===== config.mk =====
export PLATFORM = sky130hd
export DESIGN_NAME = vint_block_header_walker_unit_flat
export DESIGN_NICKNAME = d
export VERILOG_FILES = /design/src/hw/rtl/vbhw_pkg.sv /design/src/hw/rtl/vbhw_byte_if.sv /design/src/hw/rtl/vbhw_rec_if.sv /design/src/hw/rtl/vbhw_cfg_if.sv /design/src/hw/rtl/vbhw_vint.sv /design/src/hw/rtl/vint_block_header_walker_unit.sv /design/src/flat_wrapper.sv
export SDC_FILE = /design/constraint.sdc
export NUM_CORES = 2
export LEC_CHECK = 0
export BUFFER_PORTS_ARGS = -buffer_cell sky130_fd_sc_hd__buf_2
export CAP_MARGIN = 15
export CORE_MARGIN = 3
export CORE_UTILIZATION = 45
export CTS_CLUSTER_SIZE = 24
export DETAILED_ROUTE_END_ITERATION = 10
export GPL_ROUTABILITY_DRIVEN = 0
export PLACE_DENSITY_LB_ADDON = 0.12
export SETUP_SLACK_MARGIN = 0.2
export SLEW_MARGIN = 5
export SYNTH_ARGS = -nofsm -noshare
export SYNTH_HDL_FRONTEND = slang
export SYNTH_SLANG_ARGS = --single-unit

===== constraint.sdc =====
create_clock -name clk -period 17.72 [get_ports clk]
set_input_delay 5.316 -clock clk [delete_from_list [all_inputs] [get_ports clk]]
set_output_delay 5.316 -clock clk [all_outputs]
set_load 0.005 [all_outputs]

===== src/hw/rtl/vbhw_pkg.sv =====
// shared constants, types and saturating offset helpers for the block header walker
package vbhw_pkg;

    localparam int OFFSET_BITS = 32;
    localparam int CFG_INDEX_BITS = 8;
    localparam int CFG_DATA_BITS = 8;

    localparam logic [CFG_INDEX_BITS-1:0] REG_LEAD_SKIP   = CFG_INDEX_BITS'(0);
    localparam logic [CFG_INDEX_BITS-1:0] REG_MARKED_TYPE = CFG_INDEX_BITS'(1);

    localparam logic [7:0] LEAD_SKIP_RESET   = 8'd8;
    localparam logic [7:0] MARKED_TYPE_RESET = 8'd3;

    localparam logic [OFFSET_BITS-1:0] OFF_MAX = '1;

    typedef logic [OFFSET_BITS-1:0] offset_t;

    // result of shifting one byte into a vint accumulator
    typedef struct packed {
        logic [63:0] acc;
        logic [6:0]  shift;
        logic        ovf;
        logic        final_byte;
    } vint_res_t;

    function automatic offset_t sat_inc(offset_t a);
        offset_t r;
        if (a == OFF_MAX)
        begin
            r = OFF_MAX;
        end
        else
        begin
            r = a + offset_t'(1);
        end
        return r;
    endfunction

    function automatic offset_t sat_add(offset_t a, logic [63:0] b);
        logic [64:0] s;
        offset_t     r;
        s = 65'(a) + 65'(b);
        if (s > 65'(OFF_MAX))
        begin
            r = OFF_MAX;
        end
        else
        begin
            r = s[OFFSET_BITS-1:0];
        end
        return r;
    endfunction

    function automatic logic [31:0] to_out32(offset_t a);
        logic [63:0] t;
        t = 64'(a);
        return t[31:0];
    endfunction

endpackage


===== src/hw/rtl/vbhw_byte_if.sv =====
// stream byte channel
interface vbhw_byte_if;
    logic       valid;
    logic       ready;
    logic [7:0] data_byte;
    logic       last_byte;

    modport source (output valid, output data_byte, output last_byte, input ready);
    modport sink (input valid, input data_byte, input last_byte, output ready);
endinterface


===== src/hw/rtl/vbhw_rec_if.sv =====
// block record channel
interface vbhw_rec_if;
    logic        valid;
    logic        ready;
    logic [31:0] block_start;
    logic [31:0] header_end;
    logic [63:0] block_type;
    logic [63:0] block_flags;
    logic [63:0] extra_size;
    logic [63:0] data_size;
    logic        is_marked;
    logic        overlong;
    logic        truncated;

    modport source (output valid, output block_start, output header_end, output block_type,
                    output block_flags, output extra_size, output data_size,
                    output is_marked, output overlong, output truncated, input ready);
    modport sink (input valid, input block_start, input header_end, input block_type,
                  input block_flags, input extra_size, input data_size,
                  input is_marked, input overlong, input truncated, output ready);
endinterface


===== src/hw/rtl/vbhw_cfg_if.sv =====
// register write channel
interface vbhw_cfg_if;
    logic                                valid;
    logic                                ready;
    logic [vbhw_pkg::CFG_INDEX_BITS-1:0] index;
    logic [vbhw_pkg::CFG_DATA_BITS-1:0]  data;

    modport source (output valid, output index, output data, input ready);
    modport sink (input valid, input index, input data, output ready);
endinterface


===== src/hw/rtl/vbhw_vint.sv =====
// one LEB128 byte step: shift-or into the accumulator and overflow check
module vbhw_vint
(
    input  logic [7:0]          data_byte,
    input  logic [63:0]         acc,
    input  logic [6:0]          shift,
    input  logic                ovf,
    output vbhw_pkg::vint_res_t res
);

    logic [6:0]  low;
    logic [70:0] wide;

    assign low = data_byte[6:0];

    always_comb
    begin
        wide = 71'(low) << shift[5:0];
        res.acc = acc;
        res.shift = shift;
        res.ovf = ovf;
        res.final_byte = ~data_byte[7];
        if (shift < 7'd64)
        begin
            res.acc = acc | wide[63:0];
            // bits pushed past bit 63 are lost
            if (wide[70:64] != 7'd0)
            begin
                res.ovf = 1'b1;
            end
            res.shift = shift + 7'd7;
        end
        else if (low != 7'd0)
        begin
            res.ovf = 1'b1;
        end
    end

endmodule


===== src/hw/rtl/vint_block_header_walker_unit.sv =====
// top level of the chained block header walker
//
// bytes carries the archive stream one byte per transaction, with last_byte
// on the final byte. After lead_skip signature bytes each block starts with
// four checksum bytes, then the vints header size, type, flags and, when the
// flags ask for them, extra size and data size. records delivers one
// transaction per complete block header, or a truncated one when the stream
// ends inside a header from its last checksum byte on. cfg writes lead_skip
// (index 0) and marked_type (index 1); it is always ready and should be
// used while the block is idle. Bytes pass the input register, then the
// parser state update that loads the record register. Throughput is one
// byte per cycle while records does not stall, set by the combinational
// vint shift-or and saturating offset add on the parser state. When records
// stalls with a record pending, the parser holds the next byte and bytes
// drops ready once the input register is full. Reset returns to the lead
// skip phase at offset 0, with registers at lead_skip 8 and marked_type 3.
module vint_block_header_walker_unit
(
    input logic        clk,
    input logic        rst_n,
    vbhw_byte_if.sink  bytes,
    vbhw_rec_if.source records,
    vbhw_cfg_if.sink   cfg
);

    typedef enum logic [2:0]
    {
        PH_LEAD,
        PH_SKIP,
        PH_CHECK,
        PH_HSIZE,
        PH_TYPE,
        PH_FLAGS,
        PH_EXTRA,
        PH_DATA
    } phase_t;

    typedef vbhw_pkg::offset_t offset_t;

    logic [7:0]  lead_skip_reg;
    logic [7:0]  marked_type_reg;

    logic        in_valid_reg;
    logic [7:0]  in_byte_reg;
    logic        in_last_reg;

    phase_t      phase_reg, phase_next;
    offset_t     position_reg, position_next;
    offset_t     skip_target_reg, skip_target_next;
    offset_t     start_offset_reg, start_offset_next;
    offset_t     end_offset_reg, end_offset_next;
    logic [1:0]  check_count_reg, check_count_next;
    logic [6:0]  shift_amount_reg, shift_amount_next;
    logic [63:0] accumulator_reg, accumulator_next;
    logic [63:0] type_value_reg, type_value_next;
    logic [63:0] flag_value_reg, flag_value_next;
    logic [63:0] extra_value_reg, extra_value_next;
    logic        overflow_seen_reg, overflow_seen_next;

    logic        out_valid_reg;
    logic [31:0] rec_start_reg;
    logic [31:0] rec_hend_reg;
    logic [63:0] rec_type_reg;
    logic [63:0] rec_flags_reg;
    logic [63:0] rec_extra_reg;
    logic [63:0] rec_data_reg;
    logic        rec_marked_reg;
    logic        rec_ovf_reg;
    logic        rec_trunc_reg;

    logic        fire;
    logic        emit;
    logic        emit_trunc;
    offset_t     emit_hend;
    logic [63:0] emit_type;
    logic [63:0] emit_flags;
    logic [63:0] emit_extra;
    logic [63:0] emit_data;
    logic        do_begin;
    logic        do_finish;
    logic [63:0] finish_data;
    offset_t     pos_inc;
    offset_t     hsize_sum;
    offset_t     skip_sum;

    vbhw_pkg::vint_res_t vt;

    vbhw_vint u_vint
    (
        .data_byte (in_byte_reg),
        .acc       (accumulator_reg),
        .shift     (shift_amount_reg),
        .ovf       (overflow_seen_reg),
        .res       (vt)
    );

    assign fire = in_valid_reg && (!out_valid_reg || records.ready);
    assign bytes.ready = !in_valid_reg || fire;
    assign cfg.ready = 1'b1;

    assign pos_inc = vbhw_pkg::sat_inc(position_reg);
    assign hsize_sum = vbhw_pkg::sat_add(pos_inc, vt.acc);

    // data size is only ever finished after the header size is known
    assign finish_data = (phase_reg == PH_DATA) ? vt.acc : 64'd0;
    assign skip_sum = vbhw_pkg::sat_add(end_offset_reg, finish_data);

    always_comb
    begin
        phase_next = phase_reg;
        position_next = position_reg;
        skip_target_next = skip_target_reg;
        start_offset_next = start_offset_reg;
        end_offset_next = end_offset_reg;
        check_count_next = check_count_reg;
        shift_amount_next = shift_amount_reg;
        accumulator_next = accumulator_reg;
        type_value_next = type_value_reg;
        flag_value_next = flag_value_reg;
        extra_value_next = extra_value_reg;
        overflow_seen_next = overflow_seen_reg;
        emit = 1'b0;
        emit_trunc = 1'b0;
        emit_hend = pos_inc;
        emit_type = 64'd0;
        emit_flags = 64'd0;
        emit_extra = 64'd0;
        emit_data = 64'd0;
        do_begin = 1'b0;
        do_finish = 1'b0;

        unique case (phase_reg)
            PH_SKIP:
            begin
                if (position_reg >= skip_target_reg)
                begin
                    do_begin = 1'b1;
                end
            end
            PH_CHECK:
            begin
                if (check_count_reg == 2'd3)
                begin
                    check_count_next = 2'd0;
                    accumulator_next = 64'd0;
                    shift_amount_next = 7'd0;
                    phase_next = PH_HSIZE;
                    if (in_last_reg)
                    begin
                        emit = 1'b1;
                        emit_trunc = 1'b1;
                    end
                end
                else
                begin
                    check_count_next = check_count_reg + 2'd1;
                end
            end
            PH_HSIZE, PH_TYPE, PH_FLAGS, PH_EXTRA, PH_DATA:
            begin
                accumulator_next = vt.acc;
                shift_amount_next = vt.shift;
                overflow_seen_next = vt.ovf;
                if (vt.final_byte)
                begin
                    accumulator_next = 64'd0;
                    shift_amount_next = 7'd0;
                    unique case (phase_reg)
                        PH_HSIZE:
                        begin
                            end_offset_next = hsize_sum;
                            phase_next = PH_TYPE;
                        end
                        PH_TYPE:
                        begin
                            type_value_next = vt.acc;
                            phase_next = PH_FLAGS;
                        end
                        PH_FLAGS:
                        begin
                            flag_value_next = vt.acc;
                            if (vt.acc[0])
                            begin
                                phase_next = PH_EXTRA;
                            end
                            else if (vt.acc[1])
                            begin
                                phase_next = PH_DATA;
                            end
                            else
                            begin
                                do_finish = 1'b1;
                            end
                        end
                        PH_EXTRA:
                        begin
                            extra_value_next = vt.acc;
                            if (flag_value_reg[1])
                            begin
                                phase_next = PH_DATA;
                            end
                            else
                            begin
                                do_finish = 1'b1;
                            end
                        end
                        default:
                        begin
                            do_finish = 1'b1;
                        end
                    endcase
                end

                if (do_finish)
                begin
                    emit = 1'b1;
                    emit_hend = end_offset_reg;
                    emit_type = type_value_next;
                    emit_flags = flag_value_next;
                    emit_extra = extra_value_next;
                    emit_data = finish_data;
                    skip_target_next = skip_sum;
                    phase_next = PH_SKIP;
                end
                else if (in_last_reg)
                begin
                    // stream ends inside the header: report what has been read
                    emit = 1'b1;
                    emit_trunc = 1'b1;
                    emit_hend = (phase_next == PH_HSIZE) ? hsize_sum : end_offset_next;
                    emit_type = (phase_next == PH_TYPE) ? accumulator_next : type_value_next;
                    emit_flags = (phase_next == PH_FLAGS) ? accumulator_next : flag_value_next;
                    emit_extra = (phase_next == PH_EXTRA) ? accumulator_next : extra_value_next;
                    emit_data = (phase_next == PH_DATA) ? accumulator_next : 64'd0;
                end
            end
            default:
            begin
                phase_next = PH_LEAD;
                if (position_reg >= offset_t'(lead_skip_reg))
                begin
                    do_begin = 1'b1;
                end
            end
        endcase

        if (do_begin)
        begin
            start_offset_next = position_reg;
            check_count_next = 2'd1;
            end_offset_next = '0;
            type_value_next = 64'd0;
            flag_value_next = 64'd0;
            extra_value_next = 64'd0;
            accumulator_next = 64'd0;
            shift_amount_next = 7'd0;
            overflow_seen_next = 1'b0;
            phase_next = PH_CHECK;
        end

        if (in_last_reg)
        begin
            position_next = '0;
            phase_next = PH_LEAD;
        end
        else
        begin
            position_next = pos_inc;
        end
    end

    always_ff @(posedge clk or negedge rst_n)
    begin
        if (!rst_n)
        begin
            lead_skip_reg <= vbhw_pkg::LEAD_SKIP_RESET;
            marked_type_reg <= vbhw_pkg::MARKED_TYPE_RESET;
            in_valid_reg <= 1'b0;
            out_valid_reg <= 1'b0;
            phase_reg <= PH_LEAD;
            position_reg <= '0;
            skip_target_reg <= '0;
            start_offset_reg <= '0;
            end_offset_reg <= '0;
            check_count_reg <= 2'd0;
            shift_amount_reg <= 7'd0;
            accumulator_reg <= 64'd0;
            type_value_reg <= 64'd0;
            flag_value_reg <= 64'd0;
            extra_value_reg <= 64'd0;
            overflow_seen_reg <= 1'b0;
        end
        else
        begin
            if (cfg.valid)
            begin
                if (cfg.index == vbhw_pkg::REG_LEAD_SKIP)
                begin
                    lead_skip_reg <= cfg.data;
                end
                else if (cfg.index == vbhw_pkg::REG_MARKED_TYPE)
                begin
                    marked_type_reg <= cfg.data;
                end
            end

            if (bytes.valid && bytes.ready)
            begin
                in_valid_reg <= 1'b1;
            end
            else if (fire)
            begin
                in_valid_reg <= 1'b0;
            end

            if (fire)
            begin
                phase_reg <= phase_next;
                position_reg <= position_next;
                skip_target_reg <= skip_target_next;
                start_offset_reg <= start_offset_next;
                end_offset_reg <= end_offset_next;
                check_count_reg <= check_count_next;
                shift_amount_reg <= shift_amount_next;
                accumulator_reg <= accumulator_next;
                type_value_reg <= type_value_next;
                flag_value_reg <= flag_value_next;
                extra_value_reg <= extra_value_next;
                overflow_seen_reg <= overflow_seen_next;
            end

            if (fire && emit)
            begin
                out_valid_reg <= 1'b1;
            end
            else if (records.ready)
            begin
                out_valid_reg <= 1'b0;
            end
        end
    end

    // payload registers, no reset needed
    always_ff @(posedge clk)
    begin
        if (bytes.valid && bytes.ready)
        begin
            in_byte_reg <= bytes.data_byte;
            in_last_reg <= bytes.last_byte;
        end
        if (fire && emit)
        begin
            rec_start_reg <= vbhw_pkg::to_out32(start_offset_next);
            rec_hend_reg <= vbhw_pkg::to_out32(emit_hend);
            rec_type_reg <= emit_type;
            rec_flags_reg <= emit_flags;
            rec_extra_reg <= emit_extra;
            rec_data_reg <= emit_data;
            rec_marked_reg <= (emit_type == 64'(marked_type_reg));
            rec_ovf_reg <= overflow_seen_next;
            rec_trunc_reg <= emit_trunc;
        end
    end

    assign records.valid = out_valid_reg;
    assign records.block_start = rec_start_reg;
    assign records.header_end = rec_hend_reg;
    assign records.block_type = rec_type_reg;
    assign records.block_flags = rec_flags_reg;
    assign records.extra_size = rec_extra_reg;
    assign records.data_size = rec_data_reg;
    assign records.is_marked = rec_marked_reg;
    assign records.overlong = rec_ovf_reg;
    assign records.truncated = rec_trunc_reg;

endmodule

===== src/flat_wrapper.sv =====
// flat-port wrapper written by rule: the top's interface ports become plain ports
module vint_block_header_walker_unit_flat 
  (clk, rst_n, bytes_valid, bytes_data_byte, bytes_last_byte, bytes_ready, records_valid, records_block_start, records_header_end, records_block_type, records_block_flags, records_extra_size, records_data_size, records_is_marked, records_overlong, records_truncated, records_ready, cfg_valid, cfg_index, cfg_data, cfg_ready);
  vbhw_byte_if bytes_i ();
  vbhw_rec_if records_i ();
  vbhw_cfg_if cfg_i ();
  input logic clk;
  input logic rst_n;
  input wire logic [$bits(bytes_i.valid)-1:0] bytes_valid;
  input wire logic [$bits(bytes_i.data_byte)-1:0] bytes_data_byte;
  input wire logic [$bits(bytes_i.last_byte)-1:0] bytes_last_byte;
  output wire logic [$bits(bytes_i.ready)-1:0] bytes_ready;
  output wire logic [$bits(records_i.valid)-1:0] records_valid;
  output wire logic [$bits(records_i.block_start)-1:0] records_block_start;
  output wire logic [$bits(records_i.header_end)-1:0] records_header_end;
  output wire logic [$bits(records_i.block_type)-1:0] records_block_type;
  output wire logic [$bits(records_i.block_flags)-1:0] records_block_flags;
  output wire logic [$bits(records_i.extra_size)-1:0] records_extra_size;
  output wire logic [$bits(records_i.data_size)-1:0] records_data_size;
  output wire logic [$bits(records_i.is_marked)-1:0] records_is_marked;
  output wire logic [$bits(records_i.overlong)-1:0] records_overlong;
  output wire logic [$bits(records_i.truncated)-1:0] records_truncated;
  input wire logic [$bits(records_i.ready)-1:0] records_ready;
  input wire logic [$bits(cfg_i.valid)-1:0] cfg_valid;
  input wire logic [$bits(cfg_i.index)-1:0] cfg_index;
  input wire logic [$bits(cfg_i.data)-1:0] cfg_data;
  output wire logic [$bits(cfg_i.ready)-1:0] cfg_ready;
  assign bytes_i.valid = bytes_valid;
  assign bytes_i.data_byte = bytes_data_byte;
  assign bytes_i.last_byte = bytes_last_byte;
  assign bytes_ready = bytes_i.ready;
  assign records_valid = records_i.valid;
  assign records_block_start = records_i.block_start;
  assign records_header_end = records_i.header_end;
  assign records_block_type = records_i.block_type;
  assign records_block_flags = records_i.block_flags;
  assign records_extra_size = records_i.extra_size;
  assign records_data_size = records_i.data_size;
  assign records_is_marked = records_i.is_marked;
  assign records_overlong = records_i.overlong;
  assign records_truncated = records_i.truncated;
  assign records_i.ready = records_ready;
  assign cfg_i.valid = cfg_valid;
  assign cfg_i.index = cfg_index;
  assign cfg_i.data = cfg_data;
  assign cfg_ready = cfg_i.ready;
  vint_block_header_walker_unit u_core (.clk(clk), .rst_n(rst_n), .bytes(bytes_i), .records(records_i), .cfg(cfg_i));
endmodule

==> impl_metrics.py <==
metrics = {
    "cells_and_area": {
        "stdcell_count": 5417,
        "fill_cells": 7887,
        "final_common_cell": "nor2_1",
        "layout.cells.most_common_list": "413 x nor2_1, 412 x dfrtp_1, 353 x buf_2, 332 x edfxtp_1, 330 x o21ai_0",
        "num-nets-final": 4340,
        "syn_to_final_growth_pct": 14.5,
        "drive_gt1_share_pct": 18.3,
    },
    "placement": {
        "post-dp-hpwl_mm": 98.2,
        "place_inst": 5259,
        "port_buffers": 354,
    },
    "min_path": {
        "min_path_cells": 2,
        "min_path_type": "register to register",
    },
    "synth": {
        "avgSynthCellArea_um2": 9.95,
        "synth_compound_area_share_pct": 20.2,
        "synth_edf_count": 332,
        "ys_warn_count": 0,
        "synthFlopType": "dfrtp_1",
        "async_flop_share_pct": 55.6,
        "yosys.area_share.simple_pct": 15.4,
        "synthesis.nets": 4103,
        "syn_area_mm2": 0.0394,
        "ys_seq_area_share_pct": 51.6,
        "synth_top_family_by_area": "compound AO/OA/AOI/OAI gates",
        "yosysUniqueCellTypes": 98,
        "yosys.area.top_type_share_pct": 26.1,
        "ys_top_cells_by_area": "dfrtp_1 26%, edfxtp_1 25%, o21ai_0 4.2%",
        "ys_seq_elements": 747,
        "synth_mux_area_share_pct": 2.87,
        "synth_xor_xnor_area_share_pct": 2.18,
        "yosysTopAreaCell": "dfrtp_1",
        "synthCells": 3964,
        "synthAdderAreaFrac_pct": 3.50,
    },
    "timing": {
        "worst_slew_pin_slew_ns": 1.26,
        "relSlewSlack_pct": 15.8,
        "fmax_ghz": 0.0903,
        "fin_tns_setup_ns": 0,
        "rsz0062_at_grt": "false",
        "setup_viol": 0,
        "skew_ns": 0.0319,
        "maxSlewViolCount": 0,
        "post-route-min-period_ns": 11.07,
        "final-hold-violation-count": 0,
        "fin_crit_sh_pct": 62.5,
    },
    "floorplanning": {
        "io-pin-count": 356,
        "chipHeight_um": 302,
        "dieArea_mm2": 0.0912,
        "chipWidth_um": 302,
        "core_area_mm2": 0.0861,
        "row_count": 107,
        "start_util_pct": 45.8,
    },
    "clock_network": {
        "insertion_delay_ns": 0.66,
        "cts_setup_buffers": 0,
        "cts_buffers": 83,
        "cts-root-buf": "clkbuf_16",
        "clock_sinks": 747,
        "clk_path_buf_depth": 3,
        "holdBufCountCts": 0,
        "cts.repair.resized": 0,
        "clk_pin_slew_ns": 0.06,
        "h-tree-depth": 3,
        "tritoncts": "yes",
    },
    "worst_setup_path": {
        "endpoint_kind": "output port",
        "endpoint": "bytes_ready",
        "critPathLaunchType": "primary input",
        "critical_path_arrival_ns": 5.75,
        "critPathMaxFanout": 3,
        "r2r-start": "u_core.position_reg[1]",
        "reg2reg_depth": 24,
        "required_ns": 12.40,
        "reg2reg_slack_ns": 8.83,
        "worstSetupPathType": "primary input to output port",
        "r2r-end": "u_core.records.header_end[1]",
        "crit_start": "records_ready",
    },
    "global_route": {
        "grt_use_met1_pct": 45.0,
        "grt_pass1_vias": 31500,
        "grt_first_pass_wirelength_mm": 209,
        "antenna_found_initial": 2,
        "grt_busiest_layer": "met1",
        "grt_max_degree": 156,
        "gr-usage-all-layers_pct": 30.4,
        "met2_usage_pct": 44.6,
        "use_met3_pct": 6.92,
        "overflow": 0,
    },
    "route": {
        "dr.pass1.iters": 6,
        "detail_route.iter0.violations": 4383,
        "drcViolationCount": 0,
        "ant_nets": 0,
        "totalWireLength_mm": 142,
        "post_drt_wl_per_cell_um": 26.2,
        "via_per_inst": 6.26,
        "num_vias": 33900,
    },
    "run_status": {
        "run_status": "completed",
    },
    "power_and_ir_drop": {
        "leakagePower_nw": 18.0,
        "p_per_area_mw_per_mm2": 98.7,
        "max-vdd-ir-drop_uv": 68.5,
    },
    "run": {
        "max_cap_violations": 0,
    },
}
==> worst max-delay path, cell delays in order <==
cell,delay (ns)
buf_2,0.11
nand3b_1,0.18
buf_2,0.15
==> where the power goes <==
group | internal [mW] | total [mW] | switching, mW | leakage [nW]
registers | 1.86 | 1.91 | 0.0426 | 8.52
clock network | 1.04 | 1.79 | 0.753 | 1.38
logic | 0.201 | 0.756 | 0.555 | 8.12
total | 3.10 | 4.46 | 1.35 | 18.0
==> logic make-up (layout without fill, tap and decap cells) <==
group / after synthesis / after routing
compound gates: 1220 / 1220
xor+xnor: 98 / 98
fa+ha+maj: 109 / 109
buf+inv: 409 / 717
flops: 747 / 747
mux: 96 / 96
other cells: 1 / 2
simple gates: 1284 / 1284
==> cell type report <==
| type | instances | area, um2 | share of cell area [%] |
|---|---|---|---|
| inverter | 109 | 409 | 0.906 |
| tap | 1144 | 1430 | 3.17 |
| antenna | 1 | 2.50 | 0.00554 |
| sequential | 747 | 20400 | 45.1 |
| timing repair buffer | 452 | 2540 | 5.63 |
| clock inverter | 45 | 531 | 1.18 |
| multi-input combinational | 2808 | 17600 | 38.9 |
| clock buffer | 111 | 2290 | 5.08 |
==> per-layer routing <==
layer,vias up,part of all wire (%),wire [um]
met5,-,0,0
met4,0,3.1,4380
met3,241,10,14700
met1,16700,44,61900
met2,1805,43,60900
li1,15100,-,-
==> worst min path at each step <==
stage                                      startpoint                     endpoint  slack [ns]
after floorplan            u_core.accumulator_reg[52]   u_core.accumulator_reg[52]        0.44
after global placement     u_core.accumulator_reg[30]   u_core.accumulator_reg[30]        0.46
after detailed placement    u_core.accumulator_reg[9]    u_core.accumulator_reg[9]        0.47
after CTS                  u_core.accumulator_reg[27]   u_core.accumulator_reg[27]        0.48
after global routing      u_core.start_offset_reg[17]  u_core.start_offset_reg[17]        0.50
final                      u_core.accumulator_reg[12]   u_core.accumulator_reg[12]        0.48
==> through the flow <==
step	hold slack, ns	instance area, um2	utilization, %	worst slack, ns	total power [mW]
6_report	0.479	45100	52.4	6.65	4.46
5_1_grt	0.503	45100	52.4	6.62	4.61
2_1_floorplan	0.443	39400	-	2.91	2.38
3_3_place_gp	0.460	42300	49.1	6.67	2.68
4_1_cts	0.479	45100	52.4	6.66	4.47
3_5_place_dp	0.466	42300	49.1	6.67	2.68
==> synthesized netlist by cell type (7+ instances only) <==
cell      instances
o22a_1           36
o21ai_0         331
buf_2            10
a32o_1            7
o21bai_1         15
and3_1           22
a211oi_1         27
xnor2_1          63
inv_1           107
o31ai_1          70
a21boi_0          8
nor2_1          418
edfxtp_1        332
mux2i_1          11
nand4_1          51
nor2b_1          17
and2_1           20
a21o_1           61
nor4_1           43
buf_6            17
ha_1            107
a21oi_2          32
xor2_1           35
or2_2            14
nand3_1         272
a22o_1           50
nand2_1         276
nor3_1           48
a21oi_1         247
mux2_2           78
o21a_1           10
clkbuf_1        243
o211ai_1         17
or4_1             7
buf_1            25
dfrtp_1         412
a22oi_1         164
nand2b_1         51
a31oi_1          60
o22ai_1           7
a31o_2            9
No activity file was read; power rests on OpenSTA's default activity.
